==> src/rtl/assert_macros.svh <==
// Assertion macros shared by the angular order code RTL
`ifndef ASSERT_MACROS_SVH
`define ASSERT_MACROS_SVH

// property must hold at every clock edge outside reset
`define ASSERT_ALWAYS(lbl, prop) \
  lbl: assert property (@(posedge clk_i) disable iff (!rst_ni) (prop)) \
    else $error("assertion failed");

// condition must never be seen outside reset
`define ASSERT_NEVER(lbl, prop) \
  lbl: assert property (@(posedge clk_i) disable iff (!rst_ni) !(prop)) \
    else $error("assertion failed");

`endif

==> src/rtl/aoc_pkg.sv <==
// Shared types and constants for the angular order code block
package aoc_pkg;

  localparam int COORD_WIDTH = 16;
  localparam int MUL_CHUNK   = 24;
  localparam int PIPE_DEPTH  = 9;

  localparam int LABEL_W   = 4;
  localparam int CFG_IDX_W = 2;
  localparam int CODE_W    = 10;

  localparam logic [LABEL_W-1:0] LABEL_MAX        = 4'd9;
  localparam logic [LABEL_W-1:0] LABEL_REF_RST    = 4'd1;
  localparam logic [LABEL_W-1:0] LABEL_SECOND_RST = 4'd2;
  localparam logic [LABEL_W-1:0] LABEL_THIRD_RST  = 4'd3;

  localparam int DIGIT_HUNDREDS = 100;
  localparam int DIGIT_TENS     = 10;
  localparam int CODE_MAX       = 999;

  typedef enum logic [CFG_IDX_W-1:0] {
    CFG_LABEL_REF    = 2'd0,
    CFG_LABEL_SECOND = 2'd1,
    CFG_LABEL_THIRD  = 2'd2
  } cfg_idx_e;

  // angle quadrant by sign of cosine and sine
  typedef enum logic [1:0] {
    REG_Q1 = 2'd0,
    REG_Q2 = 2'd1,
    REG_Q3 = 2'd2,
    REG_Q4 = 2'd3
  } region_e;

endpackage

==> src/rtl/aoc_mul.sv <==
// Two-stage unsigned multiplier built from chunk partial products
module aoc_mul #(
  parameter int AW = 34,
  parameter int BW = 34,
  parameter int CW = aoc_pkg::MUL_CHUNK
) (
  input  logic          clk_i,
  input  logic          en_i,
  input  logic [AW-1:0] a_i,
  input  logic [BW-1:0] b_i,
  output logic [AW+BW-1:0] p_o
);

  localparam int NA   = (AW + CW - 1) / CW;
  localparam int NB   = (BW + CW - 1) / CW;
  localparam int AEW  = NA * CW;
  localparam int BEW  = NB * CW;
  localparam int SUMW = (NA + NB) * CW;
  localparam int PW   = AW + BW;

  logic [AEW-1:0]    a_ext;
  logic [BEW-1:0]    b_ext;
  logic [2*CW-1:0]   pp_q [NA][NB];
  logic [SUMW-1:0]   sum_d;
  logic [PW-1:0]     p_q;

  assign a_ext = AEW'(a_i);
  assign b_ext = BEW'(b_i);

  always_ff @(posedge clk_i) begin
    if (en_i) begin
      for (int i = 0; i < NA; i++) begin
        for (int j = 0; j < NB; j++) begin
          pp_q[i][j] <= a_ext[i*CW +: CW] * b_ext[j*CW +: CW];
        end
      end
    end
  end

  always_comb begin
    sum_d = '0;
    for (int i = 0; i < NA; i++) begin
      for (int j = 0; j < NB; j++) begin
        sum_d = sum_d + (SUMW'(pp_q[i][j]) << (CW * (i + j)));
      end
    end
  end

  always_ff @(posedge clk_i) begin
    if (en_i) begin
      p_q <= sum_d[PW-1:0];
    end
  end

  assign p_o = p_q;

endmodule

==> config.mk <==
export PLATFORM = sky130hd
export DESIGN_NAME = aoc_mul
export DESIGN_NICKNAME = d
export VERILOG_FILES = /design/src/rtl/assert_macros.svh /design/src/rtl/aoc_pkg.sv /design/src/rtl/aoc_mul.sv
export SDC_FILE = /design/constraint.sdc
export NUM_CORES = 2
export LEC_CHECK = 0
export BUFFER_PORTS_ARGS = -buffer_cell sky130_fd_sc_hd__buf_2
export CORE_UTILIZATION = 45
export CTS_CLUSTER_SIZE = 28
export DETAILED_ROUTE_END_ITERATION = 8
export MAX_ROUTING_LAYER = met4
export SYNTH_ARGS = -nofsm -noshare
export SYNTH_HDL_FRONTEND = slang
export SYNTH_SLANG_ARGS = --single-unit
==> constraint.sdc <==
create_clock -name clk_i -period 23.2 [get_ports clk_i]
set_clock_uncertainty 0.05 [all_clocks]
set_input_delay 4.64 -clock clk_i [delete_from_list [all_inputs] [get_ports clk_i]]
set_output_delay 4.64 -clock clk_i [all_outputs]
set_load 0.02 [all_outputs]
# == Yosys cells after proc, flatten, opt, wreduce, memory -nomap -nowiden ==
# Memories as Yosys holds them, arrays and structs flattened.
# Cells that the tools add are included.
# op_classes
mux,2
mul,4
addsub,3
# ops
cell,count
68-bit adder,2
48-bit by 68-bit adder with 68-bit output,1
24-bit by 24-bit multiplier with 48-bit output,1
10-bit by 24-bit multiplier with 34-bit output,1
24-bit by 10-bit multiplier with 34-bit output,1
10-bit by 10-bit multiplier with 20-bit output,1
1-bit two-way mux,2
# totals
elab_cells,11
memories,1
input_bits,70
register_bits,68
ram_bits,164
# memory_table
memory,words,width,read_ports,rd_clocked_by_memory_dff,wr,line_no,source
pp_q,2,82,2,0,2,aoc_mul.sv:23,logic [2*CW-1:0] pp_q [NA][NB];

# == Logic depth before layout (Yosys ltp) ==
# An unclocked memory read counts as a cell.
# logic_depth
depth_word,4
depth_mapped,28
ltp_nobuf,25

# == Worst setup path before layout ==
# OpenSTA, ideal clock, no wires.
# synth_timing
path_type,in2reg
from,input port b_i[3]
to,"memory pp_q[0][78] in the netlist's numbering, data pin"
arrival_time_ns,11.095
cell_stages,28
path_slack_ns,11.796
t_required_ns,22.891
path_cell_list,clkbuf_1 clkbuf_1 nand2_1 fa_1 inv_1 fa_1 inv_1 fa_1 inv_1 fa_1 inv_1 fa_1 inv_1 fa_1 inv_1 fa_1 inv_1 ha_1 clkbuf_1 and4_1 nand2_1 or4_1 a211oi_1 o21ai_0 o21ai_0 or3b_1 a21oi_1 xnor2_1
# synth_lines
item,line_no,source
from (decl),aoc_mul.sv:10,"input logic [BW-1:0] b_i,"
to (decl),aoc_mul.sv:23,

==> flow_summary.yaml <==
timing:
  setup_tns_ps: 0
  slew_headroom_pct: 32.9
  period_minus_slack_ps: 11930
  rsz0062_at_grt: "false"
  max_freq_mhz: 83.8
  setup_slack_ps: 11270
  fin_crit_sh_pct: 51.4
  finalSetupViolations: 0
  tightest_slew_ps: 1010
  finalHoldViolCount: 0
  finalMaxSlewViolations: 0
yosys:
  async_reset_ff_share_pct: 0
  ys.flop_type: "edfxtp_1"
  syn_inst: 4789
  synth_seq_cells: 204
  syn_area_per_cell_um2: 9.51
  synth_cell_types: 62
  netlist_area_um2: 45600
  yosys_warnings: 0
  yosysSeqAreaShare_pct: 13.4
  synth_edf_count: 204
  syn_nets: 6187
cells_and_area:
  instances_no_fill: 6056
  layout_common_cells: "inv_1, fa_1, nand2_1"
  drive_gt1_share_pct: 4.63
  finalNetCount: 6136
  utilization_pct: 48.0
  syn_to_final_growth_pct: 5.52
  layout_commonest_cell: "inv_1"
  fillers: 9504
drt:
  wl_met2_mm: 56.9
  routedWlPerCell_um: 19.3
  wl_mm: 117
  met3_length_mm: 5.93
  initialDrtViolationCount: 1948
  dr.pass1.iters: 6
  vias: 32200
  highest_layer: "met4"
  wl_met1_mm: 49.5
  drc: 0
  vias_per_cell: 5.31
  ant_nets: 0
clock_network:
  cts_max_path_buffers: 3
  insertion_delay_ps: 590
  clockRootBuffer: "clkbuf_16"
  numCtsBuffers: 25
  clkTransAtPathRegs_ps: 80
  ctsResizeCount: 0
  tritoncts: "done"
  cts_setup_buffers: 0
  clock_sinks: 204
  cts_hold_buf: 0
  h-tree-depth: 1
status:
  outcome: "finished, final reports clean"
place:
  post-dp-hpwl_mm: 87.5
  place.gp.congestion: 0.911
  dpl_worst_slack_ps: 10790
  dp.cells: 6009
  portBuffers: 137
critical_path:
  setup.worst_path.class: "input port to register"
  endpoint_kind: "register"
  cp_data_required_time_ps: 23490
  ff2ff_path_depth: 13
  cp.arrival_ps: 12220
  cp_max_fo: 34
  cp-start-kind: "input port"
floorplan:
  die_area_um2: 103000
  rows: 116
  coreArea_um2: 100000
  io_pins: 138
  start_util_pct: 45.5
  die_x_um: 320
  die_y_um: 320
global_route:
  antenna_found_initial: 4
  grt_pass1_wl_mm: 189
  track_usage_pct: 24.4
  overflow: 0
  grt_start_max_net_pins: 83
  first_global_vias: 34200
worst_hold_path:
  worstHoldPathType: "register to register"
  hold_depth: 0
run:
  maxCapViolations: 0
==> cell type report <==
class / count / area [µm²] / area share [%]
Antenna cell: 2 / 5.00 / 0.0104
Clock buffer: 27 / 633 / 1.32
Clock inverter: 18 / 244 / 0.507
Inverter: 959 / 3600 / 7.49
Multi-Input combinational cell: 3379 / 34900 / 72.6
Sequential cell: 204 / 6130 / 12.7
Tap cell: 1298 / 1620 / 3.38
Timing Repair Buffer: 169 / 936 / 1.95
==> metrics by stage <==
step,instance area (µm²),hold slack [ps]
global route,48100,374
finish,48100,362
CTS,48100,368
global placement,47200,350
floorplan,45600,350
detailed placement,47200,355
==> path summary, 6_finish.rpt <==
path	start	endpoint	slack (ps)
worst max-delay path	a_i[13]	pp_q[0][78]$_DFFE_PP_	11270
worst max register to register	pp_q[0][1]$_DFFE_PP_	p_o[67]$_DFFE_PP_	19110
worst min-delay path	pp_q[0][39]$_DFFE_PP_	p_o[5]$_DFFE_PP_	360
worst min register to register	pp_q[0][39]$_DFFE_PP_	p_o[5]$_DFFE_PP_	360
==> logic make-up (layout without fill, tap and decap cells) <==
family                     after synthesis  in the layout  share of synthesized area [%]
AOI/OAI and AO/OA                      422            422                           5.88
muxes                                    1              1                         0.0220
DFF                                    204            204                           13.4
adders and majority gates             1328           1328                           51.7
other                                    0              2                              0
xor gates and xnor gates               164            164                           3.15
and+or+nand+nor                       1464           1464                           15.8
buffers and inverters                 1206           1173                           9.94
==> synthesized netlist by cell type, drive strengths merged, types with 3 or more instances <==
cell / n / area (µm²)
a31oi: 20 / 125
nand4: 24 / 150
a21o: 77 / 578
nor2: 66 / 248
fa: 927 / 18600
a221oi: 4 / 35.0
nor4: 3 / 18.8
a221o: 8 / 80.1
xnor2: 107 / 937
and3: 18 / 113
ha: 401 / 5020
o21ai: 83 / 415
o31a: 5 / 43.8
a21oi: 137 / 689
clkbuf: 246 / 923
o211a: 3 / 30.0
nand2b: 12 / 75.1
o21bai: 20 / 150
nand2: 702 / 2640
a31o: 3 / 26.3
or3: 3 / 18.8
a41oi: 5 / 43.8
inv: 959 / 3600
and2: 535 / 3350
a211oi: 16 / 125
o21a: 8 / 60.1
edfxtp: 204 / 6130
nor3b: 7 / 52.6
nor3: 20 / 100
nand3b: 8 / 60.1
o211ai: 6 / 45.0
nand3: 39 / 195
xor2: 57 / 499
o31ai: 8 / 60.1
and4: 5 / 43.8
nor2b: 13 / 81.3
==> critical path, cell delays in order <==
cell and delay, ps:
buf_2 710, nand2_1 180, fa_1 580, inv_1 50, fa_1 480, inv_1 60, fa_1 530, inv_1 50
fa_1 500, inv_1 50, fa_1 520, inv_1 50, fa_1 490, inv_1 60, fa_1 480, inv_1 40
ha_1 380, and4_1 240, nand2_1 70, or4_1 560, a211oi_1 480, o21ai_0 320, o21ai_0 290, or3b_1 150
a21oi_1 70, xnor2_1 140
==> sequential cells by signal, summed over array words and instances, names as in the netlist <==
name	count
pp_q	136
p_o	68
==> routing by layer <==
layer | vias to the layer above | track usage, %
li1 | 14500 | -
met1 | 16600 | 31.6
met2 | 895 | 39.9
met3 | 206 | 2.62
met4 | 0 | 8.25
met5 | - | -
Power is left out: the tool's default activity adds up to more than one toggle a clock period on the data nets, which glitch-free logic cannot reach.
