<file path="config.mk">
export PLATFORM = sky130hd
export DESIGN_NAME = aoc_order
export DESIGN_NICKNAME = d
export VERILOG_FILES = /design/src/rtl/aoc_pkg.sv /design/src/rtl/aoc_order.sv
export VERILOG_INCLUDE_DIRS = /design/src /design/src/rtl
export SDC_FILE = /design/constraint.sdc
export NUM_CORES = 1
export LEC_CHECK = 0
export ABC_AREA = 1
export BUFFER_PORTS_ARGS = -buffer_cell sky130_fd_sc_hd__buf_2
export CORE_AREA = 8 8 360 362
export DETAILED_ROUTE_END_ITERATION = 7
export DIE_AREA = 0 0 368 370
export GPL_ROUTABILITY_DRIVEN = 1
export PLACE_DENSITY = 0.31
export SETUP_SLACK_MARGIN = 0.05
export SLEW_MARGIN = 25
export SYNTH_ARGS = -nofsm -noshare
export SYNTH_HDL_FRONTEND = slang
export SYNTH_SLANG_ARGS = --single-unit
</file>
<file path="constraint.sdc">
create_clock -name clk_i -period 6.3 [get_ports clk_i]
set_input_delay 0.63 -clock clk_i [delete_from_list [all_inputs] [get_ports clk_i]]
set_output_delay 0.63 -clock clk_i [all_outputs]
set_load 0.005 [all_outputs]
</file>
<file path="src/rtl/assert_macros.svh">
// Assertion macros shared by the angular order code RTL
`ifndef ASSERT_MACROS_SVH
`define ASSERT_MACROS_SVH

// property must hold at every clock edge outside reset
`define ASSERT_ALWAYS(lbl, prop) \
  lbl: assert property (@(posedge clk_i) disable iff (!rst_ni) (prop)) \
    else $error("assertion failed");

// condition must never be seen outside reset
`define ASSERT_NEVER(lbl, prop) \
  lbl: assert property (@(posedge clk_i) disable iff (!rst_ni) !(prop)) \
    else $error("assertion failed");

`endif

</file>
<file path="src/rtl/aoc_pkg.sv">
// Shared types and constants for the angular order code block
package aoc_pkg;

  localparam int COORD_WIDTH = 16;
  localparam int MUL_CHUNK   = 24;
  localparam int PIPE_DEPTH  = 9;

  localparam int LABEL_W   = 4;
  localparam int CFG_IDX_W = 2;
  localparam int CODE_W    = 10;

  localparam logic [LABEL_W-1:0] LABEL_MAX        = 4'd9;
  localparam logic [LABEL_W-1:0] LABEL_REF_RST    = 4'd1;
  localparam logic [LABEL_W-1:0] LABEL_SECOND_RST = 4'd2;
  localparam logic [LABEL_W-1:0] LABEL_THIRD_RST  = 4'd3;

  localparam int DIGIT_HUNDREDS = 100;
  localparam int DIGIT_TENS     = 10;
  localparam int CODE_MAX       = 999;

  typedef enum logic [CFG_IDX_W-1:0] {
    CFG_LABEL_REF    = 2'd0,
    CFG_LABEL_SECOND = 2'd1,
    CFG_LABEL_THIRD  = 2'd2
  } cfg_idx_e;

  // angle quadrant by sign of cosine and sine
  typedef enum logic [1:0] {
    REG_Q1 = 2'd0,
    REG_Q2 = 2'd1,
    REG_Q3 = 2'd2,
    REG_Q4 = 2'd3
  } region_e;

endpackage

</file>
<file path="src/rtl/aoc_order.sv">
// Pairwise angle compare, stable ranking and decimal code packing
`include "assert_macros.svh"

module aoc_order #(
  parameter int XW = 100
) (
  input  logic                             clk_i,
  input  logic                             rst_ni,
  input  logic                             en_i,
  input  logic                             vld_i,
  input  logic [XW-1:0]                    prod_i [3][3],
  input  aoc_pkg::region_e                 region_i [3],
  input  logic [2:0][aoc_pkg::LABEL_W-1:0] label_i,
  output logic [aoc_pkg::CODE_W-1:0]       code_o
);

  localparam int LW = aoc_pkg::LABEL_W;
  localparam int CODEW = aoc_pkg::CODE_W;

  logic [2:0][2:0]          less_d, less_q;
  logic [2:0][1:0]          rank;
  logic [2:0][2:0]          pos_hit;
  logic [2:0][LW-1:0]       digit;
  logic [CODEW-1:0]         code_d, code_q;
  logic                     odd_quad;
  logic                     ahead;

  // less_d[a][b]: monomer a has a strictly smaller angle than monomer b
  always_comb begin
    less_d   = '0;
    odd_quad = 1'b0;
    for (int a = 0; a < 3; a++) begin
      for (int b = 0; b < 3; b++) begin
        if (a != b) begin
          odd_quad = (region_i[a] == aoc_pkg::REG_Q2) || (region_i[a] == aoc_pkg::REG_Q4);
          if (region_i[a] != region_i[b]) begin
            less_d[a][b] = region_i[a] < region_i[b];
          end else if (odd_quad) begin
            less_d[a][b] = prod_i[a][b] > prod_i[b][a];
          end else begin
            less_d[a][b] = prod_i[a][b] < prod_i[b][a];
          end
        end
      end
    end
  end

  always_ff @(posedge clk_i) begin
    if (en_i) begin
      less_q <= less_d;
    end
  end

  // rank = number of monomers placed ahead; ties go by input order
  always_comb begin
    rank    = '0;
    pos_hit = '0;
    digit   = '0;
    ahead   = 1'b0;
    for (int i = 0; i < 3; i++) begin
      for (int j = 0; j < 3; j++) begin
        if (j != i) begin
          ahead   = less_q[j][i] || (!less_q[i][j] && (j < i));
          rank[i] = rank[i] + 2'(ahead);
        end
      end
    end
    for (int k = 0; k < 3; k++) begin
      for (int i = 0; i < 3; i++) begin
        pos_hit[k][i] = (rank[i] == 2'(k));
        if (pos_hit[k][i]) begin
          digit[k] = digit[k] | label_i[i];
        end
      end
    end
    code_d = CODEW'(digit[0]) * CODEW'(aoc_pkg::DIGIT_HUNDREDS)
           + CODEW'(digit[1]) * CODEW'(aoc_pkg::DIGIT_TENS)
           + CODEW'(digit[2]);
  end

  always_ff @(posedge clk_i) begin
    if (en_i) begin
      code_q <= code_d;
    end
  end

  assign code_o = code_q;

  `ASSERT_ALWAYS(a_rank_perm, vld_i |-> ($onehot(pos_hit[0]) && $onehot(pos_hit[1])
                                      && $onehot(pos_hit[2])))
  `ASSERT_NEVER(a_less_asym, vld_i && ((less_q[0][1] && less_q[1][0])
                                    || (less_q[0][2] && less_q[2][0])
                                    || (less_q[1][2] && less_q[2][1])))

endmodule

</file>
Word level (Yosys, flattened, before mapping):

Index checks and enable logic that the tools add are counted.

* register bits: 16
* bits of input ports: 922
* word-level logic and storage cells: 86

* add/subtract/negate cells: 5
* multipliers: 2
* $lt $le $gt $ge: 18
* equal/unequal tests: 18
* muxes and demuxes: 21
* bitwise logic cells: 6
* reductions and logical operators: 12

Operator list (count)
* > comparator 100 bit: 6
* < comparator 100 bit: 6
* two-way mux 4 bit: 9
* bitwise OR 4 bit: 6
* == test 2 x 1 -> 1 bit, second input constant: 6
* == test 2 bit, second input constant: 6
* < comparator 2 bit: 6
* two-way mux 1 bit: 12
* inequality test 2 bit: 6
* adder 10 x 4 -> 10 bit: 1
* adder 10 x 8 -> 10 bit: 1
* multiplier 4 x 5 -> 8 bit, second input constant: 1
* multiplier 4 x 3 -> 7 bit, second input constant: 1
* adder 1 x 1 -> 2 bit: 3
* logical NOT 2 bit: 3
* logical OR 1 bit: 6
* logical NOT 1 bit: 3

Depth between registers and ports, before layout:

* word-level depth: 10
* mapped depth: 18
* depth with buffers taken out: 18

Least setup slack after synthesis:

Ideal clock, no wire load.

* path kind: reg2reg
* start: register less_q[3] in the netlist's numbering
* end: register code_q[8] (netlist: code_o[8]), data pin
* library setup time: 0.257 ns
* arrival time: 3.417 ns
* data required time: 6.043 ns
* setup slack: 2.625 ns
* cell stages (with the launch flop): 18
* clock period less this slack: 3.675 ns
* cell sequence: edfxtp_1 inv_1 nor2_1 ha_1 a22oi_1 o21ai_0 ha_1 ha_1 fa_1 ha_1 ha_1 a21oi_1 inv_1 a31oi_1 nor2_1 o21ai_0 nand2_1 xor2_1

* longest elaborated chain between the ends: 10
* elaborated cells on any way between the ends: 29

Ends and longest elaborated chain
* start, declared: RTL line aoc_order.sv:20 `logic [2:0][2:0] less_d, less_q;`
* start signal, assigned: RTL line aoc_order.sv:50 `less_q <= less_d;`
* adder 1 x 1 -> 2 bit / logical NOT 1 bit (equally long branches): RTL line aoc_order.sv:64, aoc_order.sv:63
* logical NOT 2 bit (tied with other cells): RTL line aoc_order.sv:70 `pos_hit[k][i] = (rank[i] == 2'(k));`
* two-way mux 4 bit / adder 1 x 1 -> 2 bit (equally long branches): RTL line aoc_order.sv:71, aoc_order.sv:64
* bitwise OR 4 bit (tied with other cells): RTL line aoc_order.sv:72 `digit[k] = digit[k] | label_i[i];`
* two-way mux 4 bit: RTL line aoc_order.sv:71 `if (pos_hit[k][i]) begin`
* bitwise OR 4 bit: RTL line aoc_order.sv:72
* two-way mux 4 bit: RTL line aoc_order.sv:71
* multiplier 4 x 5 -> 8 bit / multiplier 4 x 3 -> 7 bit (equally long branches): RTL line aoc_order.sv:76, aoc_order.sv:77
* adder 10 x 8 -> 10 bit: RTL line aoc_order.sv:77 `+ CODEW'(digit[1]) * CODEW'(aoc_pkg::DIGIT_TENS)`
* adder 10 x 4 -> 10 bit (*): RTL line aoc_order.sv:78 `+ CODEW'(digit[2]);`
* net code_d[8]: RTL line aoc_order.sv:24 `logic [CODEW-1:0] code_d, code_q;`
* end signal, assigned: RTL line aoc_order.sv:83 `code_q <= code_d;`
* end, declared: RTL line aoc_order.sv:24

Mark *: on every way through the listed nets, which the timed path passes. The rest lies on a longest branch.
A chain may end at the register's enable or synchronous reset.

Worst setup path after layout:

* start: register less_q[7] in the netlist's numbering
* end: register code_q[8] (netlist: code_o[8]), data pin

* longest elaborated chain between the ends: 8
* elaborated cells on any way between the ends: 23

Ends and longest elaborated chain (RTL line)
* adder 1 x 1 -> 2 bit / logical NOT 1 bit (equally long branches): aoc_order.sv:64, aoc_order.sv:63
* logical NOT 2 bit (tied with other cells): aoc_order.sv:70
* two-way mux 4 bit / adder 1 x 1 -> 2 bit (equally long branches): aoc_order.sv:71, aoc_order.sv:64
* bitwise OR 4 bit (tied with other cells): aoc_order.sv:72
* two-way mux 4 bit: aoc_order.sv:71
* multiplier 4 x 5 -> 8 bit / multiplier 4 x 3 -> 7 bit (equally long branches): aoc_order.sv:76, aoc_order.sv:77
* adder 10 x 8 -> 10 bit: aoc_order.sv:77
* adder 10 x 4 -> 10 bit (*): aoc_order.sv:78
* net code_d[8]: aoc_order.sv:24

Marks and branches as above.

==> run_results.csv <==
group,metric,value,unit
drt,drc,0,
hold_path,holdCritPathClass,"primary input to flop",
synth,yosysWarningCount,0,
finish,final_cell_mix,"buf_2, inv_1, nand2_1",
place,dp_hpwl,53330,um
synth,syn-cell-area,9856,um^2
synth,yosysTopAreaCellShare,0.4253,
setup_path,path_common_cell,"ha_1",
job,cap_violations,0,
synth,ys_seq_area_frac,0.04875,
global_routing,gr-total-overflow,0,
drt,wl_per_cell,14.14,um
drt,drt_iter0_markers,252,
power_and_ir_drop,leakage,0.009219,uW
place,io_buffers,629,
timing,grt_setup_unrepaired,"false",
timing,post-route-period-util,0.6523,
clock_network,postCtsHoldBufs,0,
power_and_ir_drop,power_frac_comb,0.773,
floorplan,die_w,368,um
place,globalplace.congestion,0.7862,
floorplan,rows,130,
synth,synth_top_cell_by_area,"ha_1",
setup_path,slowest_delay,0.43,ns
power_and_ir_drop,pwr-share-seq,0.136,
synth,synth-edff-count,16,
synth,syn_area_per_cell,6.302,um^2
clock_network,cts_tree,"done",
global_routing,grt_util_met1,0.08351,
timing,report.final.slew_viol_count,0,
drt,dr.pass1.iters,5,
synth,synth.area.mux_share,0,
setup_path,arrival,4.11,ns
power_and_ir_drop,internal_power,776.1,uW
clock_network,cts.htree.levels,1,
floorplan,core,124300,um^2
setup_path,cp_cell_sequence,"inv_1 > nor2_1 > ha_1 > inv_1 > o21ai_0 > ha_1 > ha_1 > fa_1 > ha_1 > ha_1 > a21oi_1 > inv_1 > a31oi_1 > nor2_1 > o21ai_0 > nand2_1 > xor2_1",
timing,fmax,243.3,MHz
global_routing,grt-busiest-layer,"met2",
synth,synth_seq_cells,16,
timing,finClkSkew,0.005656,ns
clock_network,clk_latency,0.26,ns
synth,synth_compound_area_frac,0.1149,
timing,finalHoldViolations,0,
synth,synthCells,1564,
synth,synth_area_leaders,"ha_1, inv_1, nand2_1",
power_and_ir_drop,swShare,0.4675,
synth,ys_types,29,
status,outcome,"finished, final reports clean",
finish,drive_gt1_frac,0.2949,
finish,fin_nets,3460,
synth,yosys.area_share.simple,0.2290,
setup_path,startpoint,"less_q[7]$_DFFE_PP_",
global_routing,grt_usage,0.07545,
clock_network,cts.clk_slew.worst_paths,0.06,ns
global_routing,use_met2,0.1397,
global_routing,grt_max_degree,17,
synth,syn_nets,2826,
timing,setup_viol,0,
power_and_ir_drop,power.share.clock,0.090,
setup_path,reg2reg_depth,17,
global_routing,grt_pass1_wl,76980,um
timing,fin_setup_tns,0,ns
clock_network,cts-root-buf,"clkbuf_16",
clock_network,cts_resized,0,
hold_path,hold_depth,3,
setup_path,cp-end-kind,"flop",
finish,final_common_cell,"buf_2",
floorplan,initial_core_util,0.07931,
clock_network,clockBufferDepth,2,
synth,synth_top_family_by_area,"adder cells",
floorplan,pin_count,932,
setup_path,required,6.30,ns
power_and_ir_drop,peakVddDrop,0.08971,mV
finish,fin_cells,3858,
synth,synthArstFlopShare,0,
finish,utilization,0.1221,
setup_path,worstSetupStartpointType,"flop",
synth,synth_fa_ha_area_frac,0.4354,
drt,wl,54560,um
setup_path,r2r_start,"less_q[7]$_DFFE_PP_",
global_routing,grtUsageMet3,0.03102,
timing,max-slew-margin-rel,0.5023,
power_and_ir_drop,power_switching,681.3,uW
hold_path,hp-start,"label_i[4]",
synth,synthXorXnorAreaFrac,0.008887,
clock_network,cts_sinks,16,
setup_path,cp_slowest_cell,"o21ai_0",
timing,period_minus_slack,4.110,ns
synth,ys.flop_type,"edfxtp_1",
clock_network,postCtsSetupRepairBufs,0,
setup_path,ff2ff_setup_slack,2.19,ns
timing,tightest_slew,0.7438,ns
setup_path,crit_fanout,4,
clock_network,cts-buffers-inserted,3,
global_routing,grt_pass1_vias,12220,
floorplan,die-area,136200,um^2
floorplan,chipHeight,370,um
power_and_ir_drop,p_per_area,96.04,nW/um^2
drt,ant_nets,0,
drt,vias_per_cell,2.994,
place,dp_cells,3843,
finish,area_growth_syn_to_layout,53.97,%
global_routing,antenna_found_initial,43,
drt,dr_total_vias,11550,
setup_path,path_class,"flop to flop",
## power groups by stage
stage	sequential [uW]	combinational, uW	clock (uW)
2_1_floorplan	200	659	0
3_3_place_gp	203	1180	0
3_5_place_dp	202	1170	0
4_1_cts	200	1180	140
5_1_grt	203	1340	142
6_report	199	1130	132
## routing by layer
layer	part of all wire	up-vias
met5	0.0035	-
met1	0.40	4786
met2	0.49	461
li1	-	6216
met4	0.0086	30
met3	0.10	58
## cell type report
cell class	count	area, um^2
Sequential cell	16	480.5
Fill cell	14770	109100
Clock buffer	3	75.07
Clock inverter	1	3.754
Timing Repair Buffer	629	3148
Antenna cell	11	27.53
Inverter	428	1607
Tap cell	1650	2064
Multi-Input combinational cell	1120	7769
## path summary, 6_finish.rpt
check / endpoint
max reg2reg: code_o[8]$_DFFE_PP_
max: code_o[8]$_DFFE_PP_
min reg2reg: code_o[0]$_DFFE_PP_
min: code_o[0]$_DFFE_PP_
## sequential cells by signal, indices dropped and copies added, names as in the netlist
name    count
code_o     10
less_q      6
## worst max-delay path: cells and delay by family, from the launching register on
family / cells / cell delay (ns)
AOI/OAI and AO/OA: 4 / 1.00
xor gates and xnor gates: 1 / 0.14
adders and majority gates: 6 / 1.91
buffers and inverters: 3 / 0.22
DFF: 1 / 0.39
and+or+nand+nor: 3 / 0.20
## logic make-up (layout without fill, tap and decap cells)
group                      after synthesis  count (layout)
other                                    0              11
and+or+nand+nor                        560             560
xor gates and xnor gates                10              10
buffers and inverters                  428            1061
adders and majority gates              340             340
AOI/OAI and AO/OA                      210             210
DFF                                     16              16
## stage by stage
stage / hold WS [ns] / total power [uW] / cell area (um^2) / setup slack [ns]
3_5_place_dp: 0.8882 / 1373 / 15070 / 2.203
2_1_floorplan: 0.7425 / 858.8 / 9856 / 2.625
3_3_place_gp: 0.8851 / 1379 / 15070 / 2.180
6_report: 0.7779 / 1457 / 15170 / 2.190
5_1_grt: 0.8064 / 1680 / 15150 / 1.869
4_1_cts: 0.7631 / 1523 / 15150 / 2.167
## Yosys cell counts, types with 3 or more instances
library cell  number
edfxtp_1          16
fa_1               5
a22oi_1           11
o21bai_1           3
nor2_1            96
a21oi_1          136
nor3_1             5
o21ai_0           40
xor2_1             8
or2_2              3
o21a_1             7
nand4_1           13
nand2_1          381
nand3_1           48
inv_1            424
nand2_2            3
ha_1             335
a21o_1            11
nor2_2             5
(Power assumes the default switching activity.)
